`src/design/urssi_pkg.sv`:
```
// Shared constants, types and log-table helpers for the receive level estimator.
package urssi_pkg;

    localparam int LOG_FRAC_BITS = 8;
    localparam int FRAC_ENTRIES  = 1 << LOG_FRAC_BITS;
    localparam int FRAC_W        = 16;
    localparam int IN_W          = 16;
    localparam int POS_W         = 4;
    localparam int LOG_W         = POS_W + FRAC_W;
    localparam int L2_W          = 24;
    localparam int PROD_W        = 43;
    localparam int LVL_W         = 18;
    localparam int OVER_W        = 16;
    localparam int K_W           = 18;
    localparam int CORR_W        = OVER_W + K_W;
    localparam int OUT_W         = 17;

    localparam logic signed [L2_W-1:0]   L2_BIAS      = L2_W'(17 * 65536);
    localparam logic signed [18:0]       TEN_LOG10_2  = 19'sd197283;
    localparam logic signed [PROD_W-1:0] ROUND_HALF   = PROD_W'(1 << 23);
    localparam logic signed [LVL_W-1:0]  A64_Q8       = 18'sd31165;
    localparam logic signed [LVL_W-1:0]  A16_Q8       = 18'sd29125;
    localparam logic signed [LVL_W-1:0]  KNEE_Q8      = -18'sd22528;
    localparam logic [K_W-1:0]           K64_Q16      = 18'd76461;
    localparam logic [K_W-1:0]           K16_Q16      = 18'd152922;
    localparam logic [CORR_W:0]          CORR_HALF    = (CORR_W+1)'(32768);
    localparam logic signed [19:0]       LVL_FLOOR_W  = -20'sd38400;
    localparam logic signed [19:0]       LVL_MAX_W    = 20'sd40960;
    localparam logic signed [OUT_W-1:0]  LVL_FLOOR_Q8 = -17'sd38400;

    localparam logic PRF_64M = 1'b0;
    localparam logic PRF_16M = 1'b1;

    typedef logic [FRAC_W-1:0] t_frac_rom [FRAC_ENTRIES];

    typedef struct packed {
        logic                   valid;
        logic                   flag;
        logic                   prf;
        logic signed [L2_W-1:0] l2;
    } t_log_out;

    function automatic t_frac_rom build_frac_rom();
        t_frac_rom         rom;
        logic [63:0]       y;
        logic [FRAC_W-1:0] acc;
        for (int i = 0; i < FRAC_ENTRIES; i++) begin
            y   = (64'd1 << 30) + (64'(i) << (30 - LOG_FRAC_BITS));
            acc = '0;
            for (int b = 0; b < FRAC_W; b++) begin
                y   = (y * y) >> 30;
                acc = {acc[FRAC_W-2:0], 1'b0};
                if (y >= (64'd1 << 31)) begin
                    acc[0] = 1'b1;
                    y      = y >> 1;
                end
            end
            rom[i] = acc;
        end
        return rom;
    endfunction

    localparam t_frac_rom FRAC_ROM = build_frac_rom();

    function automatic logic [POS_W-1:0] lead_pos(input logic [IN_W-1:0] x);
        logic [POS_W-1:0] pos;
        pos = '0;
        for (int b = 0; b < IN_W; b++) begin
            if (x[b]) begin
                pos = POS_W'(b);
            end
        end
        return pos;
    endfunction

    function automatic logic [LOG_FRAC_BITS-1:0] frac_index(input logic [IN_W-1:0] x,
                                                           input logic [POS_W-1:0] pos);
        logic [IN_W+LOG_FRAC_BITS-1:0] wide;
        wide = {x, {LOG_FRAC_BITS{1'b0}}} >> pos;
        return wide[LOG_FRAC_BITS-1:0];
    endfunction

endpackage

```
`src/design/urssi_log2diff.sv`:
```
// Leading-one search, fraction table lookup and log2 difference pipeline stages.
module urssi_log2diff import urssi_pkg::*; (
    input  logic            i_clk,
    input  logic            i_rst_n,
    input  logic            i_valid,
    input  logic            i_prf,
    input  logic [15:0]     i_cir_power,
    input  logic [11:0]     i_preamble_count,
    output t_log_out        o_log
);

    logic [IN_W-1:0]          n_c;
    logic [IN_W-1:0]          n_n;
    logic [POS_W-1:0]         n_pos_c;
    logic [POS_W-1:0]         n_pos_n;

    logic                     r_a_valid;
    logic                     r_a_flag;
    logic                     r_a_prf;
    logic [POS_W-1:0]         r_pos_c;
    logic [POS_W-1:0]         r_pos_n;
    logic [LOG_FRAC_BITS-1:0] r_idx_c;
    logic [LOG_FRAC_BITS-1:0] r_idx_n;

    logic [LOG_W-1:0]         n_log_c;
    logic [LOG_W-1:0]         n_log_n;
    t_log_out                 r_b;

    assign n_c     = i_cir_power;
    assign n_n     = {4'd0, i_preamble_count};
    assign n_pos_c = lead_pos(n_c);
    assign n_pos_n = lead_pos(n_n);

    always_ff @(posedge i_clk) begin
        if (!i_rst_n) begin
            r_a_valid <= 1'b0;
        end else begin
            r_a_valid <= i_valid;
        end
        r_a_flag <= (i_cir_power == '0) || (i_preamble_count == '0);
        r_a_prf  <= i_prf;
        r_pos_c  <= n_pos_c;
        r_pos_n  <= n_pos_n;
        r_idx_c  <= frac_index(n_c, n_pos_c);
        r_idx_n  <= frac_index(n_n, n_pos_n);
    end

    assign n_log_c = {r_pos_c, FRAC_ROM[r_idx_c]};
    assign n_log_n = {r_pos_n, FRAC_ROM[r_idx_n]};

    always_ff @(posedge i_clk) begin
        if (!i_rst_n) begin
            r_b.valid <= 1'b0;
        end else begin
            r_b.valid <= r_a_valid;
        end
        r_b.flag <= r_a_flag;
        r_b.prf  <= r_a_prf;
        r_b.l2   <= $signed({4'd0, n_log_c}) - $signed({3'd0, n_log_n, 1'b0}) + L2_BIAS;
    end

    assign o_log = r_b;

endmodule

```
`src/design/urssi_dbm.sv`:
```
// Scaling to dB, mode offset, knee correction and saturation pipeline stages.
module urssi_dbm import urssi_pkg::*; (
    input  logic                    i_clk,
    input  logic                    i_rst_n,
    input  t_log_out                i_log,
    output logic                    o_valid,
    output logic signed [OUT_W-1:0] o_level_q8,
    output logic                    o_floor_flag
);

    logic                     r_c_valid;
    logic                     r_c_flag;
    logic                     r_c_prf;
    logic signed [PROD_W-1:0] r_prod;

    logic signed [PROD_W-1:0] n_rounded;
    logic signed [LVL_W-1:0]  n_level;
    logic signed [LVL_W-1:0]  n_over;
    logic                     n_above;

    logic                     r_d_valid;
    logic                     r_d_flag;
    logic                     r_d_prf;
    logic                     r_d_above;
    logic signed [LVL_W-1:0]  r_d_level;
    logic [OVER_W-1:0]        r_d_over;

    logic                     r_e_valid;
    logic                     r_e_flag;
    logic                     r_e_above;
    logic signed [LVL_W-1:0]  r_e_level;
    logic [CORR_W-1:0]        r_corr;

    logic [CORR_W:0]          n_corr_rnd;
    logic signed [19:0]       n_sum;
    logic signed [19:0]       n_sat;

    logic                     r_valid;
    logic                     r_flag;
    logic signed [OUT_W-1:0]  r_level;

    always_ff @(posedge i_clk) begin
        if (!i_rst_n) begin
            r_c_valid <= 1'b0;
        end else begin
            r_c_valid <= i_log.valid;
        end
        r_c_flag <= i_log.flag;
        r_c_prf  <= i_log.prf;
        r_prod   <= PROD_W'(i_log.l2) * PROD_W'(TEN_LOG10_2);
    end

    assign n_rounded = (r_prod + ROUND_HALF) >>> 24;
    assign n_level   = n_rounded[LVL_W-1:0] - ((r_c_prf == PRF_16M) ? A16_Q8 : A64_Q8);
    assign n_above   = n_level > KNEE_Q8;
    assign n_over    = n_level - KNEE_Q8;

    always_ff @(posedge i_clk) begin
        if (!i_rst_n) begin
            r_d_valid <= 1'b0;
        end else begin
            r_d_valid <= r_c_valid;
        end
        r_d_flag  <= r_c_flag;
        r_d_prf   <= r_c_prf;
        r_d_above <= n_above;
        r_d_level <= n_level;
        r_d_over  <= n_above ? n_over[OVER_W-1:0] : '0;
    end

    always_ff @(posedge i_clk) begin
        if (!i_rst_n) begin
            r_e_valid <= 1'b0;
        end else begin
            r_e_valid <= r_d_valid;
        end
        r_e_flag  <= r_d_flag;
        r_e_above <= r_d_above;
        r_e_level <= r_d_level;
        r_corr    <= CORR_W'(r_d_over) * CORR_W'((r_d_prf == PRF_16M) ? K16_Q16 : K64_Q16);
    end

    assign n_corr_rnd = {1'b0, r_corr} + CORR_HALF;
    assign n_sum      = 20'(r_e_level) +
                        (r_e_above ? $signed({1'b0, n_corr_rnd[CORR_W:16]}) : 20'sd0);

    always_comb begin
        priority if (r_e_flag || (n_sum < LVL_FLOOR_W)) begin
            n_sat = LVL_FLOOR_W;
        end else if (n_sum > LVL_MAX_W) begin
            n_sat = LVL_MAX_W;
        end else begin
            n_sat = n_sum;
        end
    end

    always_ff @(posedge i_clk) begin
        if (!i_rst_n) begin
            r_valid <= 1'b0;
        end else begin
            r_valid <= r_e_valid;
        end
        r_flag  <= r_e_flag;
        r_level <= n_sat[OUT_W-1:0];
    end

    assign o_valid      = r_valid;
    assign o_level_q8   = r_level;
    assign o_floor_flag = r_flag;

endmodule

```
`src/design/uwb_rssi_estimator.sv`:
```
// Top level of the receive level estimator: configuration register and pipeline.
// A result appears on o_valid after the start transfer is accepted, for one cycle.
// Throughput: one transfer per cycle; busy is always low as every stage advances each cycle.
// The depth is set by the leading-one, log table, dB multiplier, knee, correction multiplier and saturation stages.
// Synchronous active-low reset empties the pipeline and sets the rate mode to 64 MHz.
module uwb_rssi_estimator import urssi_pkg::*; (
    input  logic                    i_clk,
    input  logic                    i_rst_n,
    input  logic                    i_cfg_we,
    input  logic                    i_cfg_wdata,
    input  logic                    start,
    output logic                    busy,
    input  logic [15:0]             i_cir_power,
    input  logic [11:0]             i_preamble_count,
    output logic                    o_valid,
    output logic signed [OUT_W-1:0] o_level_q8,
    output logic                    o_floor_flag
);

    logic     r_prf_mode;
    t_log_out log_bus;

    always_ff @(posedge i_clk) begin
        if (!i_rst_n) begin
            r_prf_mode <= PRF_64M;
        end else if (i_cfg_we) begin
            r_prf_mode <= i_cfg_wdata;
        end
    end

    assign busy = 1'b0;

    urssi_log2diff u_log2diff (
        .i_clk            (i_clk),
        .i_rst_n          (i_rst_n),
        .i_valid          (start && !busy),
        .i_prf            (r_prf_mode),
        .i_cir_power      (i_cir_power),
        .i_preamble_count (i_preamble_count),
        .o_log            (log_bus)
    );

    urssi_dbm u_dbm (
        .i_clk        (i_clk),
        .i_rst_n      (i_rst_n),
        .i_log        (log_bus),
        .o_valid      (o_valid),
        .o_level_q8   (o_level_q8),
        .o_floor_flag (o_floor_flag)
    );

endmodule

```
`config.mk`:
```
export PLATFORM = sky130hd
export DESIGN_NAME = uwb_rssi_estimator
export DESIGN_NICKNAME = d
export VERILOG_FILES = /design/src/design/urssi_pkg.sv /design/src/design/urssi_log2diff.sv /design/src/design/urssi_dbm.sv /design/src/design/uwb_rssi_estimator.sv
export SDC_FILE = /design/constraint.sdc
export NUM_CORES = 2
export LEC_CHECK = 0
export BUFFER_PORTS_ARGS = -buffer_cell sky130_fd_sc_hd__buf_2
export CAP_MARGIN = 15
export CORE_MARGIN = 2
export CORE_UTILIZATION = 47
export DETAILED_ROUTE_END_ITERATION = 7
export GPL_ROUTABILITY_DRIVEN = 0
export SYNTH_ARGS = -nofsm -noshare
export SYNTH_HDL_FRONTEND = slang
export SYNTH_SLANG_ARGS = --single-unit
export TNS_END_PERCENT = 30
```
`constraint.sdc`:
```
create_clock -name i_clk -period 8.9 [get_ports i_clk]
set_clock_uncertainty 0.1 [all_clocks]
set_input_delay 0.445 -clock i_clk [delete_from_list [all_inputs] [get_ports i_clk]]
set_output_delay 0.445 -clock i_clk [all_outputs]
set_load 0.02 [all_outputs]
```
# Yosys cells after proc, flatten, opt, wreduce, memory -nomap -nowiden
# Memory sizes are Yosys's and may differ from the RTL's.
# Cells that the tools add are included.
[totals]
regBits = 212
out_inout_bits = 20
romBits = 8192
n_memories = 2
inputBits = 33
[mem_list]
columns = ["memory", "depth", "word_bits", "rd", "rd_ports_with_merged_regs", "wr", "line_no", "source"]
rows = [
  ["(name not given)", 256, 16, 1, 0, 0, "urssi_log2diff.sv:48", "assign n_log_c = {r_pos_c, FRAC_ROM[r_idx_c]};"],
  ["(name not given)", 256, 16, 1, 0, 0, "urssi_log2diff.sv:49", "assign n_log_n = {r_pos_n, FRAC_ROM[r_idx_n]};"],
]
[op_classes]
n_reduce_logical = 5
addsub = 7
bitwise = 2
shifts = 2
n_lt_le_gt_ge = 5
n_mux = 34
multipliers = 2
[op_table]
columns = ["op", "n"]
rows = [
  ["$mux W16", 4],
  ["$mux W4", 15],
  ["$add A42 B25 Y42 const B", 1],
  ["$mul A24 B19 Y42 const B", 1],
  ["$add A34 B16 Y35 const B", 1],
  ["$mul A16 B34 Y34", 1],
  ["$add A24 B22 Y24 const B", 1],
  ["$shr A24 B4 Y8", 1],
  ["$sub A20 B21 Y22", 1],
  ["$add A18 B20 Y20", 1],
  ["$gt A20 B17 Y1 const B", 1],
  ["$lt A20 B17 Y1 const B", 1],
  ["$shr A20 B4 Y8", 1],
  ["$mux W19", 1],
  ["$ge A9 B9 Y1 const B", 2],
  ["$gt A18 B16 Y1 const B", 1],
  ["$mux W18", 1],
  ["$not A8 Y9", 2],
  ["$sub A18 B15 Y18", 1],
  ["$mux W17", 1],
  ["$logic_not A16 Y1", 1],
  ["$sub A16 B16 Y16 const B", 1],
  ["$mux W3", 5],
  ["$logic_not A12 Y1", 1],
  ["5 further kinds", 10],
]

# Longest topological paths before layout
[depth]
ltp_word = 16
ltp_mapped = 26

# Modules after synthesis
# Synthesis repeated with hierarchy kept, for this count alone.
[hier_totals]
hier_cells = 3852
area_unflattened_um2 = 29995.0
[modules_own_cells]
columns = ["mod", "instances", "cells_each", "seq_area_each_um2", "area_per_inst_um2"]
rows = [
  ["urssi_dbm", 1, 1940, 2382.3, 17925.9],
  ["urssi_log2diff", 1, 1907, 1061.0, 12021.5],
  ["uwb_rssi_estimator", 1, 5, 20.0, 47.5],
]

# Least setup slack after synthesis
# OpenSTA, ideal clock, no wires.
[synth_path]
path_type = "register -> register"
start = "register u_dbm.r_d_prf"
end = "register u_dbm.r_corr[30]"
arrival_time_ns = 6.208
n_path_buf = 3
slack_ns = 2.520
period_less_slack_ns = 6.380
setup_ns = 0.072
required_time_ns = 8.728
stages_incl_launch_ff = 26
path_cell_list = "dfxtp_1 > clkbuf_1 > clkbuf_1 > clkbuf_1 > nand2_1 > o21ai_0 > ha_1 > fa_1 > inv_1 > fa_1 > inv_1 > fa_1 > fa_1 > inv_1 > fa_1 > inv_1 > ha_1 > a21oi_1 > nand2_1 > a221oi_1 > o21ai_0 > a31oi_1 > o21ai_0 > and2_1 > o41ai_1 > xnor2_1"
[synth_between]
elab_chain_cells = 2
[synth_rtl]
columns = ["item", "line_no", "source"]
rows = [
  ["start, declared", "urssi_dbm.sv:23", "logic r_d_prf;"],
  ["start signal, assigned", "urssi_dbm.sv:65", "r_d_prf <= r_c_prf;"],
  ["$mux W18", "urssi_dbm.sv:80", "r_corr <= CORR_W'(r_d_over) * CORR_W'((r_d_prf == PRF_16M) ? K16_Q16 : K64_Q16);"],
  ["$mul A16 B34 Y34", "urssi_dbm.sv:80", ""],
  ["end signal, assigned", "urssi_dbm.sv:80", ""],
  ["end, declared", "urssi_dbm.sv:32", "logic [CORR_W-1:0] r_corr;"],
]
# Every way passes these cells.
# A chain may end at the register's enable or synchronous reset.

# Worst setup path after layout
# Same ends and word-level chain as after synthesis.

==> flow_metrics.tcl <==
set metrics [dict create \
    drv_slew 0 \
    async_flop_share_pct 0 \
    drive_above_1_share_pct 5.59 \
    met3_length_um 6560 \
    cts_inserted_buffers 17 \
    placementRows 92 \
    totalWireLength_um 88500 \
    routed-via-count 27000 \
    synth_seq_cells 174 \
    cts.path.max_buffers 2 \
    cts_hold_buf 0 \
    crit_path_frequent_cell "fa_1" \
    clockRootBuffer "clkbuf_16" \
    crit_type "reg2reg" \
    hold_viol 0 \
    first_pass_iters 6 \
    cp-start-kind "register" \
    placed_area_um2 30700 \
    ios 53 \
    place_inst 4574 \
    cp_cell_sequence "buf_4 > nand2_1 > o21ai_0 > ha_1 > fa_1 > inv_1 > fa_1 > inv_1 > fa_1 > fa_1 > inv_1 > fa_1 > inv_1 > ha_1 > a21oi_1 > nand2_1 > a221oi_1 > o21ai_0 > a31oi_1 > o21ai_0 > and2_1 > o41ai_1 > xnor2_1" \
    status "finished, final reports clean" \
    fmax_mhz 145 \
    route.detailed.drc 0 \
    required_ns 9.22 \
    grt_max_degree 100 \
    die-area_um2 65600 \
    yosysSeqAreaShare_pct 11.7 \
    clock_latency_ns 0.49 \
    dp_hpwl_um 69000 \
    cp_max_fo 23 \
    grt_first_pass_wirelength_um 142000 \
    vias_per_cell 5.87 \
    min_path_type "in2reg" \
    core_um2 63000 \
    overflow 0 \
    netlist-cell-type-count 95 \
    worst_pin_slew_ns 1.10 \
    die_h_um 256 \
    track_usage_pct 26.9 \
    met1_length_um 38000 \
    synthFlopType "dfxtp_1" \
    crit_buf_inv 5 \
    cap_violations 0 \
    finish.instance_area_um2 31300 \
    syn-instance-count 3848 \
    crit_arrival_ns 7.20 \
    finalNonFillerCells 4606 \
    setup_tns_ns 0 \
    wl_met2_um 40900 \
    antenna_found_initial 0 \
    antenna_left 0 \
    critical-path-max-stage-delay_ns 0.53 \
    grt_pass1_vias 26100 \
    drt-initial-drc-count 2842 \
    antenna_cells 0 \
    die_w_um 256 \
    crit_family "adder cells" \
    wl_per_cell_um 19.2 \
    initial_core_util_pct 47.5 \
    h-tree-depth 4 \
    cts_tree "done" \
    path_clk_slew_ns 0.08 \
    utilization_pct 49.8 \
    cts_setup_buffers 0 \
    ys_warn_count 0 \
    synth_enable_flop_cells 0 \
    numClockSinks 174 \
    crit_slowest_cell "dfxtp_1" \
    final.min_clock_period_ns 6.88 \
    final-setup-viol-count 0 \
    ctsResizeCount 0 \
    max_slew_margin_pct 26.5 \
    synth_area_um2 29900 \
    port_buffers 51 \
    fin_crit_sh_pct 77.3 \
    syn_avg_cell_area_um2 7.77 \
    rsz0062_at_grt "false" \
    cp-end-kind "register" \
    area_growth_pct 4.83 \
    routed.top_layer "met4" \
    nets 4420 \
]
-- cell type report --
cell class	count	area, um2
Inverter	571	2140
Fill cell	6345	31600
Sequential cell	174	3510
Multi-Input combinational cell	2893	23400
Timing Repair Buffer	90	561
Clock inverter	15	195
Clock buffer	17	425
Tap cell	846	1060
-- cells by family after synthesis --
kind of cell | after synthesis | synth area share (%)
buffers and inverters | 804 | 10.2
DFF | 174 | 11.7
muxes | 79 | 3.93
and+or+nand+nor | 995 | 15.6
adders and majority gates | 640 | 32.9
xor gates and xnor gates | 129 | 3.89
AOI/OAI and AO/OA | 1025 | 21.8
other | 2 | 0.0251
-- synth_stat cells, types with 9 or more instances --
master	count	area, um2
a211oi_1	66	495
o22ai_1	33	206
nand4_1	19	119
and3_1	24	150
mux4_2	30	676
o211ai_1	48	360
xnor2_1	96	841
o21ai_0	263	1320
clkbuf_1	172	646
dfxtp_1	174	3480
a31oi_1	56	350
fa_1	244	4880
o21bai_1	13	97.6
nand2_1	317	1190
nand2b_1	40	250
inv_1	560	2100
mux2i_1	43	430
nand3_1	73	365
or3_1	19	119
nor2b_1	31	194
a21oi_1	288	1440
a221oi_1	14	123
and2_1	39	244
ha_1	396	4950
a311oi_1	32	280
nor3b_1	10	75.1
a221o_1	9	90.1
a22oi_1	13	97.6
o31ai_1	23	173
buf_1	50	188
a211o_1	13	114
nor3_1	82	410
or2_2	15	93.8
xor2_1	30	263
o21a_1	18	135
a21o_1	35	263
o311ai_0	18	158
nor2_1	281	1050
-- worst reg2reg max path, stage by stage (launching register included) --
cell and delay (ns):
dfxtp_1 0.53, buf_4 0.30, nand2_1 0.12, o21ai_0 0.24, ha_1 0.42, fa_1 0.52, inv_1 0.05, fa_1 0.53
inv_1 0.05, fa_1 0.45, fa_1 0.49, inv_1 0.05, fa_1 0.47, inv_1 0.04, ha_1 0.28, a21oi_1 0.22
nand2_1 0.09, a221oi_1 0.37, o21ai_0 0.20, a31oi_1 0.31, o21ai_0 0.26, and2_1 0.25, o41ai_1 0.31, xnor2_1 0.16
-- final timing paths --
kind | cells past startpoint | end | slack, ns | start
max reg2reg | 23 | u_dbm.r_corr[30] | 2.02 | u_dbm.r_d_prf
min reg2reg | 0 | u_dbm.r_e_above | 0.22 | u_dbm.r_d_above
max | 23 | u_dbm.r_corr[30] | 2.02 | u_dbm.r_d_prf
min | 2 | u_log2diff.r_a_valid | 0.05 | start
-- metal layers --
| layer | GRT usage [%] | vias up |
|---|---|---|
| li1 | - | 13000 |
| met5 | 0 | - |
| met4 | 9.60 | 0 |
| met3 | 4.32 | 214 |
| met2 | 44.2 | 1147 |
| met1 | 35.8 | 12600 |
-- stage by stage --
| stage | setup slack (ns) | hold WS [ns] |
|---|---|---|
| floorplan | 2.52 | 0.210 |
| global placement | 2.09 | 0.210 |
| detailed placement | 1.97 | 0.212 |
| CTS | 1.99 | 0.0196 |
| global route | 1.47 | 0.0451 |
| finish | 2.02 | 0.0535 |
-- registers in the layout, summed over array words and instances, names as in the netlist, 4 cells and up --
name                flops
u_dbm.o_level_q8       17
u_dbm.r_d_level        18
u_log2diff.r_idx_n      8
u_dbm.r_prod           19
u_dbm.r_corr           19
u_dbm.r_e_level        18
u_log2diff.r_pos_c      4
u_log2diff.r_pos_n      4
u_log2diff.r_idx_c      8
u_log2diff.o_log       27
u_dbm.r_d_over         16
-- layout by cell type, fill, tap and decap left out, types with 38 or more instances in the layout --
| cell | count |
|---|---|
| buf_4 | 38 |
| inv_1 | 560 |
| a21oi_1 | 288 |
| dfxtp_1 | 164 |
| nand2_1 | 317 |
| xnor2_1 | 96 |
| a31oi_1 | 56 |
| o21ai_0 | 263 |
| and2_1 | 39 |
| buf_2 | 51 |
| nor3_1 | 82 |
| nand3_1 | 73 |
| nor2_1 | 281 |
| nand2b_1 | 40 |
| ha_1 | 396 |
| o211ai_1 | 48 |
| mux2i_1 | 43 |
| fa_1 | 244 |
| a211oi_1 | 66 |
Power is left out: the tool's default activity adds up to more than one toggle a clock period on the data nets, which glitch-free logic cannot reach.
